**config.mk**
```make
export PLATFORM = sky130hd
export DESIGN_NAME = modbus_request_parser_flat
export DESIGN_NICKNAME = d
export VERILOG_FILES = /design/src/hw/rtl/mbrp_pkg.sv /design/src/hw/rtl/mbrp_req_if.sv /design/src/hw/rtl/mbrp_rsp_if.sv /design/src/hw/rtl/modbus_request_parser.sv /design/src/hw/rtl/mbrp_parser.sv /design/src/hw/rtl/mbrp_out_buf.sv /design/src/flat_wrapper.sv
export SDC_FILE = /design/constraint.sdc
export NUM_CORES = 1
export LEC_CHECK = 0
export BUFFER_PORTS_ARGS = -buffer_cell sky130_fd_sc_hd__buf_2
export CAP_MARGIN = 20
export CORE_UTILIZATION = 49
export CTS_CLUSTER_DIAMETER = 50
export DETAILED_ROUTE_END_ITERATION = 6
export GPL_TIMING_DRIVEN = 0
export HOLD_SLACK_MARGIN = 0.08
export PLACE_DENSITY = 0.66
export REMOVE_ABC_BUFFERS = 1
export SYNTH_ARGS = -nofsm -noshare
export SYNTH_HDL_FRONTEND = slang
export SYNTH_SLANG_ARGS = --single-unit
```
**constraint.sdc**
```tcl
create_clock -name clock -period 11.6 [get_ports clock]
set_input_delay 0.58 -clock clock [delete_from_list [all_inputs] [get_ports clock]]
set_output_delay 0.58 -clock clock [all_outputs]
set_load 0.1 [all_outputs]
```
**src/hw/rtl/mbrp_pkg.sv**
```systemverilog
// Shared types, codes and helpers for the Modbus request parser.
`default_nettype none

package mbrp_pkg;

   // Result kinds.
   typedef enum logic [1:0] {
      KindHeader = 2'd0,
      KindData   = 2'd1,
      KindError  = 2'd2
   } kind_type;

   // Function classes; each known class selects a header layout (ClassMask shares that of ClassSingle).
   typedef enum logic [2:0] {
      ClassUnknown = 3'd0,
      ClassRead    = 3'd1,
      ClassSingle  = 3'd2,
      ClassMask    = 3'd3,
      ClassMulti   = 3'd4,
      ClassWrRd    = 3'd5
   } class_type;

   // Function codes.
   localparam logic [7:0] FnReadCoils      = 8'd1;
   localparam logic [7:0] FnReadDiscrete   = 8'd2;
   localparam logic [7:0] FnReadHolding    = 8'd3;
   localparam logic [7:0] FnReadInput      = 8'd4;
   localparam logic [7:0] FnWriteCoil      = 8'd5;
   localparam logic [7:0] FnWriteRegister  = 8'd6;
   localparam logic [7:0] FnWriteCoils     = 8'd15;
   localparam logic [7:0] FnWriteRegisters = 8'd16;
   localparam logic [7:0] FnMaskWrite      = 8'd22;
   localparam logic [7:0] FnWriteRead      = 8'd23;

   // Exception responses carry the top bit of the function code.
   localparam logic [7:0] ExceptionMask = 8'h80;

   // Last header byte position for each class; ClassMask also uses EndSingle.
   localparam logic [7:0] EndRead   = 8'd5;
   localparam logic [7:0] EndSingle = 8'd3;
   localparam logic [7:0] EndMulti  = 8'd6;
   localparam logic [7:0] EndWrRd   = 8'd10;

   // First write field position.
   localparam logic [7:0] WriteBaseWrRd  = 8'd6;
   localparam logic [7:0] WriteBasePlain = 8'd2;

   // Fixed data lengths.
   localparam logic [7:0] LenSingle = 8'd2;
   localparam logic [7:0] LenMask   = 8'd4;

   // Value of a field the function does not use.
   localparam logic [15:0] FieldUnused = 16'hFFFF;

   typedef struct packed {
      logic [7:0] rx_byte;
      logic       frame_start;
   } req_type;

   typedef struct packed {
      kind_type    kind;
      logic [7:0]  slave_id;
      logic [7:0]  function_code;
      logic [15:0] read_start;
      logic [15:0] read_count;
      logic [15:0] write_start;
      logic [15:0] write_count;
      logic [7:0]  byte_count;
      logic [7:0]  data_byte;
      logic [7:0]  data_index;
      logic        last;
   } rsp_type;

   // A result on its way from the parser to the output buffer.
   typedef struct packed {
      logic    valid;
      rsp_type payload;
   } result_type;

   // Sorts a function code into its header layout.
   function automatic class_type classify(input logic [7:0] code);
      class_type cls;
      if ((code & ExceptionMask) != 8'd0) begin
         cls = ClassUnknown;
      end else begin
         unique case (code) inside
            FnReadCoils, FnReadDiscrete, FnReadHolding, FnReadInput: begin
               cls = ClassRead;
            end
            FnWriteCoil, FnWriteRegister: begin
               cls = ClassSingle;
            end
            FnMaskWrite: begin
               cls = ClassMask;
            end
            FnWriteCoils, FnWriteRegisters: begin
               cls = ClassMulti;
            end
            FnWriteRead: begin
               cls = ClassWrRd;
            end
            default: begin
               cls = ClassUnknown;
            end
         endcase
      end
      return cls;
   endfunction

endpackage

`default_nettype wire

```
**src/hw/rtl/mbrp_req_if.sv**
```systemverilog
// Valid/ready channel that carries received request bytes.
`default_nettype none

interface mbrp_req_if;
   logic             valid;
   logic             ready;
   mbrp_pkg::req_type payload;

   modport source (output valid, output payload, input ready);
   modport sink (input valid, input payload, output ready);
endinterface

`default_nettype wire

```
**src/hw/rtl/mbrp_rsp_if.sv**
```systemverilog
// Valid/ready channel that carries parser results.
`default_nettype none

interface mbrp_rsp_if;
   logic             valid;
   logic             ready;
   mbrp_pkg::rsp_type payload;

   modport source (output valid, output payload, input ready);
   modport sink (input valid, input payload, output ready);
endinterface

`default_nettype wire

```
**src/hw/rtl/modbus_request_parser.sv**
```systemverilog
// Modbus request parser top level: frame parser followed by a buffered result channel.
//
// req_chan takes one received byte per item, with frame_start set on the
// first byte of each request frame (the unit address). rsp_chan gives at
// most one result per byte: a header result once the function's header
// bytes are in, one data result per payload byte with its index and a last
// flag, or an error result for an exception or unknown function code.
// A byte is taken in every cycle while the skid stage is empty; its result
// is registered in the output register, or in the skid stage when the
// output register is full and not taken. The byte position and header
// fields sit in one register bank, and one pass of logic over it settles
// each byte. After reset the parser ignores bytes until a frame start, and
// both the result register and the skid stage are empty. When the receiver
// stalls, one further result is held in the skid stage; req_chan.ready then
// drops until the output register frees up again, and no result is dropped.
`default_nettype none

module modbus_request_parser (
   input  wire logic  clock,
   input  wire logic  reset,
   mbrp_req_if.sink   req_chan,
   mbrp_rsp_if.source rsp_chan
);

   mbrp_pkg::result_type result;
   logic                 accept;
   logic                 in_ready;

   assign accept         = req_chan.valid && in_ready;
   assign req_chan.ready = in_ready;

   // Byte-by-byte frame parser.
   mbrp_parser u_parser (
      .clock  (clock),
      .reset  (reset),
      .accept (accept),
      .item   (req_chan.payload),
      .result (result)
   );

   // Result register and skid stage.
   mbrp_out_buf u_out_buf (
      .clock       (clock),
      .reset       (reset),
      .result      (result),
      .in_ready    (in_ready),
      .out_valid   (rsp_chan.valid),
      .out_payload (rsp_chan.payload),
      .out_ready   (rsp_chan.ready)
   );

endmodule

`default_nettype wire

```
**src/hw/rtl/mbrp_parser.sv**
```systemverilog
// Frame state and header capture: turns one accepted byte into at most one result.
`default_nettype none

module mbrp_parser (
   input  wire logic                   clock,
   input  wire logic                   reset,
   input  wire logic                   accept,
   input  wire mbrp_pkg::req_type      item,
   output mbrp_pkg::result_type        result
);

   typedef enum logic [1:0] {
      PhIdle   = 2'd0,
      PhHeader = 2'd1,
      PhData   = 2'd2,
      PhDone   = 2'd3
   } phase_type;

   phase_type   phase_ff, phase_in;
   logic [7:0]  pos_ff, pos_in;
   logic [7:0]  unit_ff, unit_in;
   logic [7:0]  func_ff, func_in;
   logic [15:0] rd_start_ff, rd_start_in;
   logic [15:0] rd_count_ff, rd_count_in;
   logic [15:0] wr_start_ff, wr_start_in;
   logic [15:0] wr_count_ff, wr_count_in;
   logic [7:0]  len_ff, len_in;

   mbrp_pkg::class_type cls;
   logic [7:0]          end_pos;
   logic [7:0]          wbase;
   logic [7:0]          rd_off;
   logic [7:0]          wr_off;
   logic [8:0]          next_index;
   logic                res_valid;
   mbrp_pkg::kind_type  res_kind;
   logic [7:0]          res_bc;
   logic [7:0]          res_db;
   logic [7:0]          res_idx;
   logic                res_last;

   // Header layout of the held function code.
   always_comb begin
      cls = mbrp_pkg::classify(func_ff);
      case (cls)
         mbrp_pkg::ClassRead:   end_pos = mbrp_pkg::EndRead;
         mbrp_pkg::ClassSingle: end_pos = mbrp_pkg::EndSingle;
         mbrp_pkg::ClassMask:   end_pos = mbrp_pkg::EndSingle;
         mbrp_pkg::ClassMulti:  end_pos = mbrp_pkg::EndMulti;
         default:               end_pos = mbrp_pkg::EndWrRd;
      endcase
      wbase      = (cls == mbrp_pkg::ClassWrRd) ? mbrp_pkg::WriteBaseWrRd
                                                : mbrp_pkg::WriteBasePlain;
      rd_off     = pos_ff - mbrp_pkg::WriteBasePlain;
      wr_off     = pos_ff - wbase;
      next_index = {1'b0, pos_ff} + 9'd1;
   end

   // Next frame state and the result of this item.
   always_comb begin
      phase_in    = phase_ff;
      pos_in      = pos_ff;
      unit_in     = unit_ff;
      func_in     = func_ff;
      rd_start_in = rd_start_ff;
      rd_count_in = rd_count_ff;
      wr_start_in = wr_start_ff;
      wr_count_in = wr_count_ff;
      len_in      = len_ff;
      res_valid   = 1'b0;
      res_kind    = mbrp_pkg::KindHeader;
      res_bc      = 8'd0;
      res_db      = 8'd0;
      res_idx     = 8'd0;
      res_last    = 1'b0;
      if (accept) begin
         if (item.frame_start) begin
            // A frame start always restarts the parser.
            phase_in    = PhHeader;
            pos_in      = 8'd1;
            unit_in     = item.rx_byte;
            func_in     = 8'd0;
            rd_start_in = mbrp_pkg::FieldUnused;
            rd_count_in = mbrp_pkg::FieldUnused;
            wr_start_in = mbrp_pkg::FieldUnused;
            wr_count_in = mbrp_pkg::FieldUnused;
            len_in      = 8'd0;
         end else begin
            unique case (phase_ff)
               PhData: begin
                  res_valid = 1'b1;
                  res_kind  = mbrp_pkg::KindData;
                  res_bc    = len_ff;
                  res_db    = item.rx_byte;
                  res_idx   = pos_ff;
                  res_last  = (next_index >= {1'b0, len_ff});
                  if (res_last) begin
                     phase_in = PhDone;
                  end else begin
                     pos_in = next_index[7:0];
                  end
               end
               PhHeader: begin
                  if (pos_ff <= 8'd1) begin
                     // Function code byte.
                     func_in = item.rx_byte;
                     if (mbrp_pkg::classify(item.rx_byte) == mbrp_pkg::ClassUnknown) begin
                        phase_in  = PhDone;
                        res_valid = 1'b1;
                        res_kind  = mbrp_pkg::KindError;
                        res_last  = 1'b1;
                     end else begin
                        pos_in = 8'd2;
                     end
                  end else begin
                     // Capture the header field that this position belongs to.
                     if ((cls == mbrp_pkg::ClassRead || cls == mbrp_pkg::ClassWrRd)
                         && pos_ff >= 8'd2 && pos_ff <= 8'd5) begin
                        case (rd_off[1:0])
                           2'd0:    rd_start_in[15:8] = item.rx_byte;
                           2'd1:    rd_start_in[7:0]  = item.rx_byte;
                           2'd2:    rd_count_in[15:8] = item.rx_byte;
                           default: rd_count_in[7:0]  = item.rx_byte;
                        endcase
                     end else if (cls != mbrp_pkg::ClassRead && pos_ff >= wbase
                                  && pos_ff < wbase + 8'd4) begin
                        case (wr_off[1:0])
                           2'd0:    wr_start_in[15:8] = item.rx_byte;
                           2'd1:    wr_start_in[7:0]  = item.rx_byte;
                           2'd2:    wr_count_in[15:8] = item.rx_byte;
                           default: wr_count_in[7:0]  = item.rx_byte;
                        endcase
                     end else if (pos_ff == end_pos && (cls == mbrp_pkg::ClassMulti
                                  || cls == mbrp_pkg::ClassWrRd)) begin
                        len_in = item.rx_byte;
                     end

                     if (pos_ff < end_pos) begin
                        pos_in = pos_ff + 8'd1;
                     end else begin
                        // Header complete: settle the fixed lengths and report it.
                        if (cls == mbrp_pkg::ClassSingle) begin
                           wr_count_in = 16'd1;
                           len_in      = mbrp_pkg::LenSingle;
                        end else if (cls == mbrp_pkg::ClassMask) begin
                           wr_count_in = 16'd1;
                           len_in      = mbrp_pkg::LenMask;
                        end else if (cls == mbrp_pkg::ClassRead) begin
                           len_in = 8'd0;
                        end
                        res_valid = 1'b1;
                        res_kind  = mbrp_pkg::KindHeader;
                        res_bc    = len_in;
                        res_last  = (len_in == 8'd0);
                        phase_in  = res_last ? PhDone : PhData;
                        pos_in    = 8'd0;
                     end
                  end
               end
               default: begin
                  // Idle or frame ended: the byte is ignored.
               end
            endcase
         end
      end
   end

   // The result always reports the header fields as they stand after this item.
   always_comb begin
      result.valid                 = res_valid;
      result.payload.kind          = res_kind;
      result.payload.slave_id      = unit_in;
      result.payload.function_code = func_in;
      result.payload.read_start    = rd_start_in;
      result.payload.read_count    = rd_count_in;
      result.payload.write_start   = wr_start_in;
      result.payload.write_count   = wr_count_in;
      result.payload.byte_count    = res_bc;
      result.payload.data_byte     = res_db;
      result.payload.data_index    = res_idx;
      result.payload.last          = res_last;
   end

   // Frame state registers.
   always_ff @(posedge clock) begin
      if (reset) begin
         phase_ff    <= PhIdle;
         pos_ff      <= 8'd0;
         unit_ff     <= 8'd0;
         func_ff     <= 8'd0;
         rd_start_ff <= mbrp_pkg::FieldUnused;
         rd_count_ff <= mbrp_pkg::FieldUnused;
         wr_start_ff <= mbrp_pkg::FieldUnused;
         wr_count_ff <= mbrp_pkg::FieldUnused;
         len_ff      <= 8'd0;
      end else begin
         phase_ff    <= phase_in;
         pos_ff      <= pos_in;
         unit_ff     <= unit_in;
         func_ff     <= func_in;
         rd_start_ff <= rd_start_in;
         rd_count_ff <= rd_count_in;
         wr_start_ff <= wr_start_in;
         wr_count_ff <= wr_count_in;
         len_ff      <= len_in;
      end
   end

endmodule

`default_nettype wire

```
**src/hw/rtl/mbrp_out_buf.sv**
```systemverilog
// Result register with a skid stage, so input keeps flowing while a result waits.
`default_nettype none

module mbrp_out_buf (
   input  wire logic                 clock,
   input  wire logic                 reset,
   input  wire mbrp_pkg::result_type result,
   output logic                      in_ready,
   output logic                      out_valid,
   output mbrp_pkg::rsp_type         out_payload,
   input  wire logic                 out_ready
);

   logic              out_valid_ff, out_valid_in;
   mbrp_pkg::rsp_type out_data_ff, out_data_in;
   logic              skid_valid_ff, skid_valid_in;
   mbrp_pkg::rsp_type skid_data_ff, skid_data_in;
   logic              out_take;

   // Refill the output register from the skid stage first, then from the parser.
   always_comb begin
      out_take      = out_valid_ff && out_ready;
      out_valid_in  = out_valid_ff;
      out_data_in   = out_data_ff;
      skid_valid_in = skid_valid_ff;
      skid_data_in  = skid_data_ff;
      if (skid_valid_ff) begin
         if (out_take) begin
            out_data_in   = skid_data_ff;
            skid_valid_in = 1'b0;
         end
      end else if (result.valid) begin
         if (!out_valid_ff || out_take) begin
            out_valid_in = 1'b1;
            out_data_in  = result.payload;
         end else begin
            skid_valid_in = 1'b1;
            skid_data_in  = result.payload;
         end
      end else if (out_take) begin
         out_valid_in = 1'b0;
      end
   end

   assign in_ready    = !skid_valid_ff;
   assign out_valid   = out_valid_ff;
   assign out_payload = out_data_ff;

   // Buffer registers.
   always_ff @(posedge clock) begin
      if (reset) begin
         out_valid_ff  <= 1'b0;
         skid_valid_ff <= 1'b0;
      end else begin
         out_valid_ff  <= out_valid_in;
         skid_valid_ff <= skid_valid_in;
      end
      out_data_ff  <= out_data_in;
      skid_data_ff <= skid_data_in;
   end

endmodule

`default_nettype wire
```
**src/flat_wrapper.sv**
```systemverilog
// flat-port wrapper written by rule: the top's interface ports become plain ports
module modbus_request_parser_flat 
  (clock, reset, req_chan_valid, req_chan_payload, req_chan_ready, rsp_chan_valid, rsp_chan_payload, rsp_chan_ready);
  mbrp_req_if req_chan_i ();
  mbrp_rsp_if rsp_chan_i ();
  input  wire logic clock;
  input  wire logic reset;
  input wire logic [$bits(req_chan_i.valid)-1:0] req_chan_valid;
  input wire logic [$bits(req_chan_i.payload)-1:0] req_chan_payload;
  output wire logic [$bits(req_chan_i.ready)-1:0] req_chan_ready;
  output wire logic [$bits(rsp_chan_i.valid)-1:0] rsp_chan_valid;
  output wire logic [$bits(rsp_chan_i.payload)-1:0] rsp_chan_payload;
  input wire logic [$bits(rsp_chan_i.ready)-1:0] rsp_chan_ready;
  assign req_chan_i.valid = req_chan_valid;
  assign req_chan_i.payload = req_chan_payload;
  assign req_chan_ready = req_chan_i.ready;
  assign rsp_chan_valid = rsp_chan_i.valid;
  assign rsp_chan_payload = rsp_chan_i.payload;
  assign rsp_chan_i.ready = rsp_chan_ready;
  modbus_request_parser u_core (.clock(clock), .reset(reset), .req_chan(req_chan_i), .rsp_chan(rsp_chan_i));
endmodule
```
Yosys cells after proc, flatten, opt, wreduce, memory -nomap -nowiden
Index checks and enable logic that the tools add are counted.
{ "totals": {"elab_cells": 239, "ff_bits": 314, "inputBits": 13, "output_inout_bits": 109} }
{ "classes": {"eq_ne": 41, "bitwise_logic": 2, "addsub": 5, "muxes": 115, "magnitude_cmp": 7, "reduce_logical": 36} }
{ "ops": {"columns": ["cell", "n"], "rows": [
  ["107-bit 2-to-1 mux", 4],
  ["16-bit 2-to-1 mux", 25],
  ["8-bit 2-to-1 mux", 44],
  ["8-bit by 3-bit == test with 1-bit output, second input constant", 6],
  ["8-bit by 5-bit == test with 1-bit output, second input constant", 6],
  ["8-bit by 2-bit == test with 1-bit output, second input constant", 4],
  ["8-bit case mux with 2 select lines", 2],
  ["3-bit case mux with 5 select lines", 2],
  ["3-bit 2-to-1 mux", 7],
  ["2-bit 2-to-1 mux", 9],
  ["1-bit 2-to-1 mux", 17],
  ["8-bit by 1-bit == test with 1-bit output, second input constant", 2],
  ["8-bit by 4-bit == test with 1-bit output, second input constant", 2],
  ["8-bit by 4-bit < comparator with 1-bit output", 2],
  ["4-bit != test, second input constant", 3],
  ["4-bit case mux with 3 select lines", 1],
  ["3-bit AND reduction", 4],
  ["2-bit OR reduction", 5],
  ["8-bit by 1-bit adder with 9-bit output, second input constant", 1],
  ["9-bit by 8-bit >= comparator with 1-bit output", 1],
  ["8-bit by 1-bit adder with 8-bit output, second input constant", 1],
  ["8-bit by 4-bit == test with 1-bit output", 1],
  ["8-bit by 2-bit >= comparator with 1-bit output, second input constant", 1],
  ["8-bit by 3-bit >= comparator with 1-bit output", 1],
  ["other kinds (29)", 55]
]} }

Depth between registers and ports, before layout
Gate-level depths: netlist (run 1).
{ "logic_depth": {"ltp_word": 29, "ltp_mapped": 16, "depth_no_buf": 15} }

Hierarchy
Synthesis (run 1) repeated with hierarchy kept, for this count alone.
{ "unflattened": {"cells_unflattened": 1119, "hier_area_um2": 13777.0} }
{ "by_module_without_submodules": {"columns": ["mod", "n_inst", "area_per_inst_um2", "seq_area_each_um2", "cells_each"], "rows": [
  ["mbrp_out_buf", 1, 7852.5, 6466.2, 346],
  ["mbrp_parser", 1, 5918.2, 1961.9, 772],
  ["modbus_request_parser", 1, 6.3, 0.0, 1]
]} }

Worst setup path before layout (run 1)
OpenSTA, ideal clock, no wires.
{ "synth_path": {"path_type": "register to register", "from": "register u_core.u_parser.func_ff[2]", "to": "register u_core.u_out_buf.skid_data_ff[0] (netlist bit) (enable)", "t_arrival_ns": 10.532, "period_less_slack_ns": 11.258, "setup_slack_ns": 0.342, "path_stages_with_launch": 15, "path_buffers": 2, "setup_ns": 0.726, "required_time_ns": 10.874, "cell_sequence": "dfxtp_1 > clkbuf_1 > clkbuf_1 > mux2i_1 > nor2_1 > a21oi_1 > o32ai_1 > nand2b_1 > nand2_1 > ha_1 > o211ai_1 > a41oi_1 > a21boi_0 > o21ai_0 > nor3b_1"} }
{ "synth_between": {"elab_chain_len": 14, "elab_cells_between_ends": 28, "cone_classes": "1 x order compare; 14 x eq/ne; 8 x mux; 5 x reduce/logical"} }
{ "synth_rtl": {"columns": ["element", "line", "text"], "rows": [
  ["start: declaration", "mbrp_parser.sv:22", "logic [7:0] func_ff, func_in;"],
  ["start signal: assignment", "mbrp_parser.sv:200", "func_ff <= func_in;"],
  ["8-bit by 1-bit == test with 1-bit output, or another cell as far along", "mbrp_parser.sv:44", "cls = mbrp_pkg::classify(func_ff);"],
  ["4-bit OR reduction or 2-bit OR reduction (tied branches)", "mbrp_pkg.sv:86", "unique case (code) inside"],
  ["3-bit case mux with 5 select lines (*)", "mbrp_pkg.sv:86", null],
  ["3-bit 2-to-1 mux (*)", "mbrp_pkg.sv:83", "if ((code & ExceptionMask) != 8'd0) begin"],
  ["3-bit by 2-bit == test with 1-bit output", "mbrp_parser.sv:45", "case (cls)"],
  ["2-bit OR reduction (no source line)", null, null],
  ["4-bit case mux with 3 select lines (*)", "mbrp_parser.sv:45", null],
  ["8-bit by 4-bit < comparator with 1-bit output (*)", "mbrp_parser.sv:138", "if (pos_ff < end_pos) begin"],
  ["1-bit 2-to-1 mux (*)", "mbrp_parser.sv:138", null],
  ["1-bit 2-to-1 mux (*)", "mbrp_parser.sv:104", "if (pos_ff <= 8'd1) begin"],
  ["1-bit case mux with 2 select lines (*)", "mbrp_parser.sv:89", "unique case (phase_ff)"],
  ["1-bit 2-to-1 mux (*)", "mbrp_parser.sv:77", "if (item.frame_start) begin"],
  ["1-bit 2-to-1 mux (*)", "mbrp_parser.sv:76", "if (accept) begin"],
  ["3-bit AND reduction (no source line) (*)", null, null],
  ["end signal: assignment", "mbrp_out_buf.sv:59", "skid_data_ff <= skid_data_in;"],
  ["end: declaration", "mbrp_out_buf.sv:17", "mbrp_pkg::rsp_type skid_data_ff, skid_data_in;"]
]} }
Every way passes the cells marked *; elsewhere a longest branch is shown, timed or not.
A chain may end at the register's enable or synchronous reset.

Worst setup path after layout (run 1)
{ "layout_path": {"from": "input req_chan_valid", "to": "register u_core.u_out_buf.skid_data_ff[101] (netlist bit) (enable)"} }
{ "layout_between": {"elab_chain_len": 3} }
{ "layout_rtl": {"columns": ["element", "line", "text"], "rows": [
  ["start: declaration", "flat_wrapper.sv:8", "input wire logic [$bits(req_chan_i.valid)-1:0] req_chan_valid;"],
  ["1-bit logical AND", "modbus_request_parser.sv:29", "assign accept = req_chan.valid && in_ready;"],
  ["1-bit 2-to-1 mux", "mbrp_parser.sv:76", null],
  ["3-bit AND reduction (no source line)", null, null]
]} }
No other way between the ends.

==> impl_metrics.toml, run 1 <==
[run_status]
outcome = "finished clean"

[synth]
yosys_warnings = 0
async_reset_ff_share_pct = 0
synth.yosys.seq_area_share_pct = 58.6
synthesis.area_sq_mm = 0.0144
synth_flop_cell = "sky130_fd_sc_hd__edfxtp_1"
synth_seq_cells = 314
mapped_cells = 1299
syn-mean-instance-area_sq_um = 11.1
synth_enable_flop_cells = 214
synth_cell_type_count = 75

[min_path]
hold_start = "rsp_chan_ready"
worstHoldPathType = "in2reg"

[detailed_routing]
drt_wl_total_mm = 34.7
vias_per_cell = 5.87
detail_route.first_pass.iterations = 5
count_of_routing_violations_after_the_opening_detailed_route_iteration = 968
routed_vias = 10567
antenna_left = 0
drc = 0
wl_per_cell_um = 19.3

[floorplanning]
dieArea_sq_mm = 0.0300
core_region_area_sq_mm = 0.0288
rows = 62
die_w_um = 173
top_level_ports = 122
die_height_um = 173
initial_utilization_pct = 50.0

[place]
place.gp.congestion = 0.877
place.detailed.instances = 1729
placed_standard_cell_area_sq_mm = 0.0155
port_buffers = 121
place_hpwl_mm = 22.1

[final_layout]
layout-drive-gt1-share_pct = 21.0
antenna_cells = 0
final_core_utilization_pct = 58.1
nNetsFinal = 1420
layoutNonFillerInstCount = 1799
area_growth_pct = 16.2
final_cell_area_sq_mm = 0.0167

[cts]
htree_levels = 2
post-cts-setup-buffers = 0
clk_latency_ps = 520
ctsLongestPathBuffers = 3
clock_sink_count = 314
cts-buffers-inserted = 37
cts_resized = 0
tritoncts = "built"
post_cts_hold_buffer_count = 0
ctsRootBufferMaster = "sky130_fd_sc_hd__clkbuf_16"
clk_transition_reported_paths_ps = 60

[worst_setup_path]
timing.setup.critical_path_class = "in2reg"
cp-end-kind = "flop"
critical_path.reg2reg.startpoint = "u_core.u_parser.func_ff[3]"
cp_max_fo = 49
critPathRequiredTime_ps = 11820
worstPathArrival_ps = 5450
cp-start-kind = "primary input"
launch_point_of_the_worst_path = "req_chan_valid"

[timing]
setup_viol = 0
post-route-min-period_ps = 5220
tightestPinTransition_ps = 1070
layout_worst_path_cycle_share_pct = 45.0
clock_skew_ps = 20.6
timing_max_transition_violations_final = 0
timing.slew.headroom_pct = 28.4
highest_achievable_clock_rate_mhz = 191
finalHoldViolations = 0
setup_repair_after_global_routing_missed_its_margin = "false"
finalSetupTns_ps = 0

[power]
vdd_ir_drop_max_v = 0.0000912
switching_share_pct = 22.9
cellInternalPower_mw = 1.92
power.leakage_nw = 6.09
power.share.combinational_pct = 5.6
proportion_of_power_drawn_by_flip_flops_and_latches_pct = 48.0
netSwitchingPower_mw = 0.571
powerDensity_mw_per_mm2 = 149
clock_power_share_pct = 46.4

[global_route]
grt_total_usage_pct = 22.8
via_count_of_the_first_global_routing_pass = 9835
grt.overflow.total = 0
grt_first_pass_wirelength_mm = 54.5
grt_start_max_net_pins = 87
antenna_violations_before_repair = 1

[flow_run]
cap_viol_max_count = 0
==> worst max-delay path: stages <==
cell and delay [ps]:
sky130_fd_sc_hd__buf_2 760, sky130_fd_sc_hd__nor2b_4 880, sky130_fd_sc_hd__buf_16 250, sky130_fd_sc_hd__nand2_1 340, sky130_fd_sc_hd__nor2_1 560, sky130_fd_sc_hd__o21ai_0 390, sky130_fd_sc_hd__nor3b_2 870, sky130_fd_sc_hd__buf_8 250
sky130_fd_sc_hd__buf_6 180, sky130_fd_sc_hd__buf_6 160, sky130_fd_sc_hd__buf_4 190
==> synthesized netlist by cell type (all sizes together) (7+ instances only) <==
cell	count	area (sq um)
clkbuf	71	267
or2	53	332
nor3b	7	52.6
a22oi	15	113
o21ai	65	325
o22a	8	70.1
nand3	13	65.1
ha	21	263
edfxtp	214	6430
mux2	23	259
a21oi	39	195
inv	31	116
a31oi	20	131
a21o	56	420
dfxtp	100	2000
and3	13	81.3
or3	7	48.8
nand2	78	295
mux2i	14	140
nor3	69	383
buf	26	135
a2111oi	38	352
a221o	8	80.1
nor2	138	518
o22ai	17	106
nor2b	9	56.3
and2	32	200
a211oi	36	270
==> area by class of cell <==
type | count | area [sq um]
Clock buffer | 52 | 1030
Clock inverter | 16 | 184
Fill cell | 2446 | 12100
Inverter | 32 | 120
Multi-Input combinational cell | 856 | 5460
Sequential cell | 314 | 8430
Tap cell | 384 | 480
Timing Repair Buffer | 145 | 1000
==> flip-flops by register name, indices dropped and copies added, names as in the netlist, 8 cells and up <==
register / cells
u_core.u_out_buf.out_payload: 107
u_core.u_out_buf.skid_data_ff: 107
u_core.u_parser.func_ff: 8
u_core.u_parser.len_ff: 8
u_core.u_parser.pos_ff: 8
u_core.u_parser.rd_count_ff: 16
u_core.u_parser.rd_start_ff: 16
u_core.u_parser.unit_ff: 8
u_core.u_parser.wr_count_ff: 16
u_core.u_parser.wr_start_ff: 16
==> power groups by stage <==
stage,combinational (mW),clock (mW),sequential [mW]
2_1_floorplan,0.0515,0,1.26
3_3_place_gp,0.130,0,1.23
3_5_place_dp,0.137,0,1.22
4_1_cts,0.138,1.18,1.20
5_1_grt,0.148,1.22,1.20
6_report,0.140,1.16,1.20
==> cell usage in the layout, fill, tap and decap left out, drive strengths merged, types with 14 or more instances in the layout <==
master and instances:
edfxtp 214, buf 145, nor2 138, dfxtp 100, nand2 78, nor3 69, o21ai 65, a21o 56
or2 53, clkbuf 52, a21oi 39, a2111oi 38, a211oi 36, inv 36, and2 32, mux2 23
ha 21, a31oi 20, o22ai 17, a22oi 15, mux2i 14
==> logic make-up (layout without fill, tap and decap cells) <==
kind of cell | after synthesis | in the layout | synth area share [%]
multiplexers | 37 | 37 | 2.78
flip-flops | 314 | 314 | 58.6
XOR/XNOR | 10 | 10 | 0.609
AO/OA/AOI/OAI | 345 | 345 | 16.9
AND/OR/NAND/NOR | 443 | 443 | 15.7
buffers and inverters | 129 | 245 | 3.63
adder cells (fa/ha/maj) | 21 | 21 | 1.83
==> metrics by stage <==
step	hold slack [ps]	setup slack, ps	power (mW)
final	278	6380	2.50
after global routing	288	6010	2.56
after CTS	266	6360	2.51
after detailed placement	484	5840	1.36
after global placement	467	-10130	1.36
after floorplan	448	-1600	1.31
==> routing by layer <==
metal | vias up | routed length, um | GRT usage (%) | part of all wire [%]
met5 | - | 0 | 0 | 0
met4 | 0 | 851 | 6.90 | 2.5
met3 | 64 | 2200 | 3.66 | 6.3
met2 | 399 | 15900 | 35.7 | 46
met1 | 5063 | 15800 | 32.5 | 45
li1 | 5041 | - | - | -
==> path summary, 6_finish.rpt <==
check / to / slack (ps) / cells after the start
max: u_core.u_out_buf.skid_data_ff[101] / 6380 / 11
min: u_core.u_out_buf.skid_valid_ff / 280 / 2
max reg2reg: u_core.u_out_buf.skid_data_ff[101] / 6390 / 13
min reg2reg: u_core.u_parser.wr_start_ff[13] / 500 / 2
Note: power is estimated with default switching activity, not from simulation.
==> run 2: changes to the inputs <==
Settings changed: PLACE_DENSITY 0.66 to 0.63.
Clock period 11.6 ns to 5 ns, I/O delays scaled along.
==> run 2 against run 1 <==
  * Power is 130% higher
  * Critical path depth is 3 higher
  * First-iteration DRC count is 0.72% higher
  * Wire length is 1.4% higher
==> impl_metrics.toml, run 2 (synthesized netlist as in run 1, its figures left out) <==
[min_path]
worst_hold_path_stage_count = 2
worstHoldPathType = "in2reg"

[timing]
clock_skew_ps = 17.6
finalHoldViolations = 0
setup_viol = 0
post-route-min-period_ps = 4670
layout_worst_path_cycle_share_pct = 93.4
highest_achievable_clock_rate_mhz = 214
tightestPinTransition_ps = 1110
finalSetupTns_ps = 0
timing_max_transition_violations_final = 0
fin_worst_hold_slack_ps = 136
setup_repair_after_global_routing_missed_its_margin = "false"
timing.slew.headroom_pct = 25.9

[floorplanning]
die_height_um = 173
die_w_um = 173
top_level_ports = 122
rows = 62
core_region_area_sq_mm = 0.0288
initial_utilization_pct = 50.0
dieArea_sq_mm = 0.0300

[cts]
ctsLongestPathBuffers = 3
tritoncts = "built"
clock_sink_count = 314
cts-buffers-inserted = 39
ctsRootBufferMaster = "sky130_fd_sc_hd__clkbuf_16"
htree_levels = 2
clk_latency_ps = 530
clk_transition_reported_paths_ps = 60

[power]
vdd_ir_drop_max_v = 0.000253
powerDensity_mw_per_mm2 = 344
power.leakage_nw = 6.10

[worst_setup_path]
critPathRequiredTime_ps = 5280
worstPathArrival_ps = 4950
r2r_cells = 14
timing.setup.critical_path_class = "reg2reg"
cp-end-kind = "flop"
cp_max_fo = 12
cp-start-kind = "flop"

[place]
place.gp.congestion = 0.889
port_buffers = 121
place_hpwl_mm = 22.3
placed_standard_cell_area_sq_mm = 0.0155

[final_layout]
mostFrequentLayoutCell = "sky130_fd_sc_hd__edfxtp_1"
final_core_utilization_pct = 58.1
final_cell_mix = "sky130_fd_sc_hd__edfxtp_1, sky130_fd_sc_hd__nor2_1, sky130_fd_sc_hd__buf_2"
nNetsFinal = 1424
area_growth_pct = 16.3
antenna_cells = 0
final_cell_area_sq_mm = 0.0167
layout-drive-gt1-share_pct = 21.4

[detailed_routing]
wl_per_cell_um = 19.5
routed_vias = 10585
drc = 0
detail_route.first_pass.iterations = 5
count_of_routing_violations_after_the_opening_detailed_route_iteration = 975
vias_per_cell = 5.87
antenna_left = 0
drt_wl_total_mm = 35.2

[global_route]
grt_total_usage_pct = 23.3
grt.overflow.total = 0
via_count_of_the_first_global_routing_pass = 10071
antenna_violations_before_repair = 1
grt_first_pass_wirelength_mm = 55.6
grt_start_max_net_pins = 86

[run_status]
outcome = "finished clean"

[flow_run]
cap_viol_max_count = 0
==> run 2: cell types whose count changed in the layout (fill, tap and decap cells not counted), moves of 2 or more <==
cell and change:
sky130_fd_sc_hd__clkbuf_8 +3, sky130_fd_sc_hd__clkinv_4 +3, sky130_fd_sc_hd__buf_12 +2, sky130_fd_sc_hd__buf_16 -2
sky130_fd_sc_hd__buf_6 +2, sky130_fd_sc_hd__bufinv_16 -2, sky130_fd_sc_hd__clkbuf_1 -2, sky130_fd_sc_hd__dfxtp_1 -2
sky130_fd_sc_hd__dfxtp_2 +2
==> run 2: worst max-delay path: stages, from the launching register on <==
cell	delay, ps
sky130_fd_sc_hd__dfxtp_1	400
sky130_fd_sc_hd__or4_1	660
sky130_fd_sc_hd__nor4b_4	460
sky130_fd_sc_hd__ha_1	310
sky130_fd_sc_hd__nor2b_1	130
sky130_fd_sc_hd__o211ai_1	380
sky130_fd_sc_hd__a41oi_2	280
sky130_fd_sc_hd__a21boi_1	240
sky130_fd_sc_hd__o21ai_0	650
sky130_fd_sc_hd__nor3b_4	90
sky130_fd_sc_hd__buf_6	180
sky130_fd_sc_hd__buf_6	160
sky130_fd_sc_hd__buf_6	160
sky130_fd_sc_hd__buf_6	150
sky130_fd_sc_hd__buf_6	160
==> run 2: worst paths after layout <==
path	startpoint	end	slack, ps
max reg2reg	u_core.u_parser.func_ff[3]	u_core.u_out_buf.skid_data_ff[87]	330
min	reset	u_core.u_parser.len_ff[0]	140
max	u_core.u_parser.func_ff[3]	u_core.u_out_buf.skid_data_ff[87]	330
min reg2reg	u_core.u_parser.wr_start_ff[11]	u_core.u_parser.wr_start_ff[11]	490
==> run 2: area by class of cell <==
| cell class | instances | area (sq um) |
|---|---|---|
| Fill cell | 2448 | 12000 |
| Clock inverter | 17 | 150 |
| Tap cell | 384 | 480 |
| Inverter | 32 | 120 |
| Sequential cell | 314 | 8430 |
| Clock buffer | 53 | 1070 |
| Multi-Input combinational cell | 856 | 5470 |
| Timing Repair Buffer | 147 | 1000 |
==> run 2: where the power goes <==
group / switching [mW] / internal [mW] / total, mW
clock network: 1.09 / 1.57 / 2.65
registers: 0.0118 / 2.77 / 2.78
logic: 0.251 / 0.0755 / 0.326
total: 1.35 / 4.41 / 5.76
==> run 2: per-stage QoR <==
stage / power [mW] / setup slack, ps / std cells
after floorplan: 3.03 / -8200 / 1202
after global placement: 3.15 / -16770 / 1707
after detailed placement: 3.16 / -488 / 1730
after CTS: 5.80 / 127 / 1802
after global routing: 5.93 / 114 / 1803
final: 5.76 / 331 / 1803
==> run 2: layer usage <==
| layer | vias up | track usage (%) | part of all wire [%] |
|---|---|---|---|
| met5 | - | 0 | 0 |
| met4 | 0 | 7.01 | 2.0 |
| met3 | 56 | 4.43 | 6.6 |
| met2 | 355 | 36.9 | 45 |
| met1 | 5116 | 32.6 | 46 |
| li1 | 5058 | - | - |
==> run 2: what timing repair did <==
item                                    in CTS  in global routing
gates cloned                                 0                  0
pin swaps                                    1                  0
hold buffers                                 1                  0
endpoints found under the hold margin        1                  0
setup buffers                                1                  0
resized for setup                            1                  4
endpoints found under the setup margin      46                 86
==> run 3: changes to the inputs <==
Settings changed: PLACE_DENSITY 0.63 to 0.64, SYNTH_HIERARCHICAL from default to 1.
==> run 3 against run 2 <==
  * Largest power group unchanged
  * Synthesized cell count down 14%
  * Non-clock buffer count decreased by 15
  * Combinational power grew 3%
  * Worst setup slack better by 55 ps
  * Fmax is 1.2% higher
  * Synthesized area fell by 4.2%
  * Clock skew about the same
  * Worst hold slack improved by 100 ps
  * Clock power is 3% lower
  * Register-to-register slack better by 60 ps
  * Highest routed layer unchanged
  * Cell count shrank 10%
  * Power is 1.2% lower
  * Critical endpoint is now u_core/u_out_buf/skid_data_ff[40]
==> impl_metrics.toml, run 3 <==
[synth]
synth-adder-area-share_pct = 1.91
post_synth_most_frequent_cells = "sky130_fd_sc_hd__edfxtp_1, sky130_fd_sc_hd__mux2_2, sky130_fd_sc_hd__dfxtp_1"
synth-xor-area-share_pct = 0.191
post_synth_mux_area_share_pct = 9.77
synth.most_common_cell = "sky130_fd_sc_hd__edfxtp_1"
synth.yosys.seq_area_share_pct = 61.2
synth_flop_cell = "sky130_fd_sc_hd__edfxtp_1"
combinational_family_with_the_most_area_after_synthesis = "simple AND/OR/NAND/NOR gates"
syn-mean-instance-area_sq_um = 12.3
synth_seq_cells = 314
post_synth_main_area_contributors = "sky130_fd_sc_hd__edfxtp_1, sky130_fd_sc_hd__dfxtp_1, sky130_fd_sc_hd__mux2_2"
synthesis.area_sq_mm = 0.0138
synth_top_area_share_pct = 46.6
synth_enable_flop_cells = 214
async_reset_ff_share_pct = 0
synth-simple-area-share_pct = 13.4
synth_cell_type_count = 72
synth-compound-area-share_pct = 10.3
mapped_cells = 1119
synth_top_cell_by_area = "sky130_fd_sc_hd__edfxtp_1"
yosys_warnings = 6

[detailed_routing]
detail_route.first_pass.iterations = 5
wl_per_cell_um = 18.8
count_of_routing_violations_after_the_opening_detailed_route_iteration = 716
vias_per_cell = 5.67
routed_vias = 9207
drt_wl_total_mm = 30.5
antenna_left = 0
drc = 0

[worst_setup_path]
crit_chain = "o21ba_1 > o21ai_1 > nor2_1 > ha_1 > nor2b_1 > o31ai_1 > a31oi_1 > o31ai_1 > a21oi_1 > and4_4 > buf_16"
cp-end-kind = "flop"
critPathRequiredTime_ps = 5180
cp_max_fo = 60
worstPathArrival_ps = 4790
cp-start-kind = "flop"
critical-path-top-cell-by-count = "sky130_fd_sc_hd__o31ai_1"
timing.setup.critical_path_class = "reg2reg"
regToRegEndpoint = "u_core/u_out_buf/skid_data_ff[40]"
worst_path_max_delay_cell = "sky130_fd_sc_hd__and4_4"
critPathMaxStageDelay_ps = 900
worst-r2r-setup-slack_ps = 390
r2r_cells = 11
critical_path.reg2reg.startpoint = "u_core/u_parser/func_ff[4]"

[flow_run]
cap_viol_max_count = 0

[place]
port_buffers = 121
place.gp.congestion = 0.836
place.detailed.instances = 1559
place_hpwl_mm = 18.9

[power]
vdd_ir_drop_max_v = 0.000207
power.leakage_nw = 5.54
powerDensity_mw_per_mm2 = 358
totalPowerFinal_mw = 5.69

[cts]
ctsRootBufferMaster = "sky130_fd_sc_hd__clkbuf_16"
tritoncts = "built"
clk_latency_ps = 510
cts-buffers-inserted = 35
htree_levels = 2
clock_sink_count = 314
cts_resized = 0
clk_transition_reported_paths_ps = 60
ctsLongestPathBuffers = 3

[timing]
finalHoldViolations = 0
finalSetupTns_ps = 0
post-route-min-period_ps = 4610
fin_worst_hold_slack_ps = 239
highest_achievable_clock_rate_mhz = 217
setup_viol = 0
timing_max_transition_violations_final = 0
setup_repair_after_global_routing_missed_its_margin = "false"
layout_worst_path_cycle_share_pct = 92.3
clock_skew_ps = 17.4
tightestPinTransition_ps = 1040
timing.slew.headroom_pct = 29.8

[final_layout]
final_core_utilization_pct = 57.4
layout-drive-gt1-share_pct = 29.7
mostFrequentLayoutCell = "sky130_fd_sc_hd__edfxtp_1"
layoutNonFillerInstCount = 1623
nNetsFinal = 1253
antenna_cells = 0
area_growth_pct = 15.4
final_cell_mix = "sky130_fd_sc_hd__edfxtp_1, sky130_fd_sc_hd__buf_2, sky130_fd_sc_hd__mux2_2"

[min_path]
worst_hold_path_stage_count = 3
hold_end = "u_core/u_parser/unit_ff[5]"
hold_start = "req_chan_payload[6]"
worstHoldPathType = "in2reg"

[floorplanning]
die_w_um = 170
rows = 61
top_level_ports = 122
core_region_area_sq_mm = 0.0277
initial_utilization_pct = 49.7
dieArea_sq_mm = 0.0288
die_height_um = 170

[global_route]
grt.overflow.total = 0
via_count_of_the_first_global_routing_pass = 8873
grt_start_max_net_pins = 61
grt_first_pass_wirelength_mm = 48.3
antenna_violations_before_repair = 0
grt_total_usage_pct = 21.4

[run_status]
outcome = "finished clean"
[run 3: changes by cell type after synthesis, sizes merged, moves of 15 or more]
cell	delta
a21oi	+16
clkbuf	-29
a21o	-53
nor2	-41
mux2	+87
o22ai	+18
a2111oi	-37
a211oi	-20
o21ai	-36
nor3	-33
nand3	+15
and2	-24
[run 3: power breakdown]
part | internal [mW] | switching, mW | total [mW]
registers | 2.77 | 0.0120 | 2.79
clock network | 1.54 | 1.03 | 2.57
logic | 0.0748 | 0.263 | 0.337
[run 3: area by class of cell]
| type | instances | area, sq um |
|---|---|---|
| repair buffers | 132 | 808 |
| well taps | 378 | 473 |
| clock buffers | 47 | 1010 |
| clock inverters | 16 | 158 |
| flip-flops and latches | 314 | 8430 |
| inverters | 29 | 109 |
| multi-input cells | 707 | 4910 |
| fillers | 2298 | 11800 |
[run 3: worst max path at each step]
stage               slack, ps  cells after the start                      startpoint                           endpoint
floorplan               -6180                      7  u_core/u_out_buf/skid_valid_ff    u_core/u_out_buf/out_payload[0]
global placement        -9920                      7  u_core/u_out_buf/skid_valid_ff  u_core/u_out_buf/out_payload[103]
detailed placement        380                      8  u_core/u_out_buf/skid_valid_ff  u_core/u_out_buf/skid_data_ff[98]
CTS                       360                      8  u_core/u_out_buf/skid_valid_ff  u_core/u_out_buf/skid_data_ff[32]
global route               90                     11      u_core/u_parser/func_ff[4]  u_core/u_out_buf/skid_data_ff[40]
finish                    390                     11      u_core/u_parser/func_ff[4]  u_core/u_out_buf/skid_data_ff[40]
[run 3: cell families after synthesis]
logic type	Yosys count
AO/OA/AOI/OAI	203
XOR/XNOR	3
adder cells (fa/ha/maj)	21
buffers and inverters	98
flip-flops	314
multiplexers	120
AND/OR/NAND/NOR	360
[run 3: per-stage QoR]
stage | instance area, sq um | setup slack [ps]
2_1_floorplan | 13400 | -6180
3_3_place_gp | 14500 | -9920
3_5_place_dp | 14700 | 379
4_1_cts | 15900 | 364
5_1_grt | 15900 | 90.3
6_report | 15900 | 386
[run 3: metal layers]
metal	GRT usage, %	wire, um
met4	7.05	767
met5	0	0
met2	33.8	13900
met1	29.7	13900
met3	4.01	1920
[run 3: repair_timing]
| action | 4_1_cts | 5_1_grt |
|---|---|---|
| setup buffers | 0 | 0 |
| endpoints found under the hold margin | 1 | 0 |
| hold buffers | 1 | 0 |
[run 3: critical path: cells and delay by family (launching register included)]
| kind | cells | cell delay [ps] |
|---|---|---|
| compound gates | 6 | 1770 |
| simple gates | 3 | 1290 |
| flops | 1 | 560 |
| buf+inv | 1 | 320 |
| fa+ha+maj | 1 | 260 |
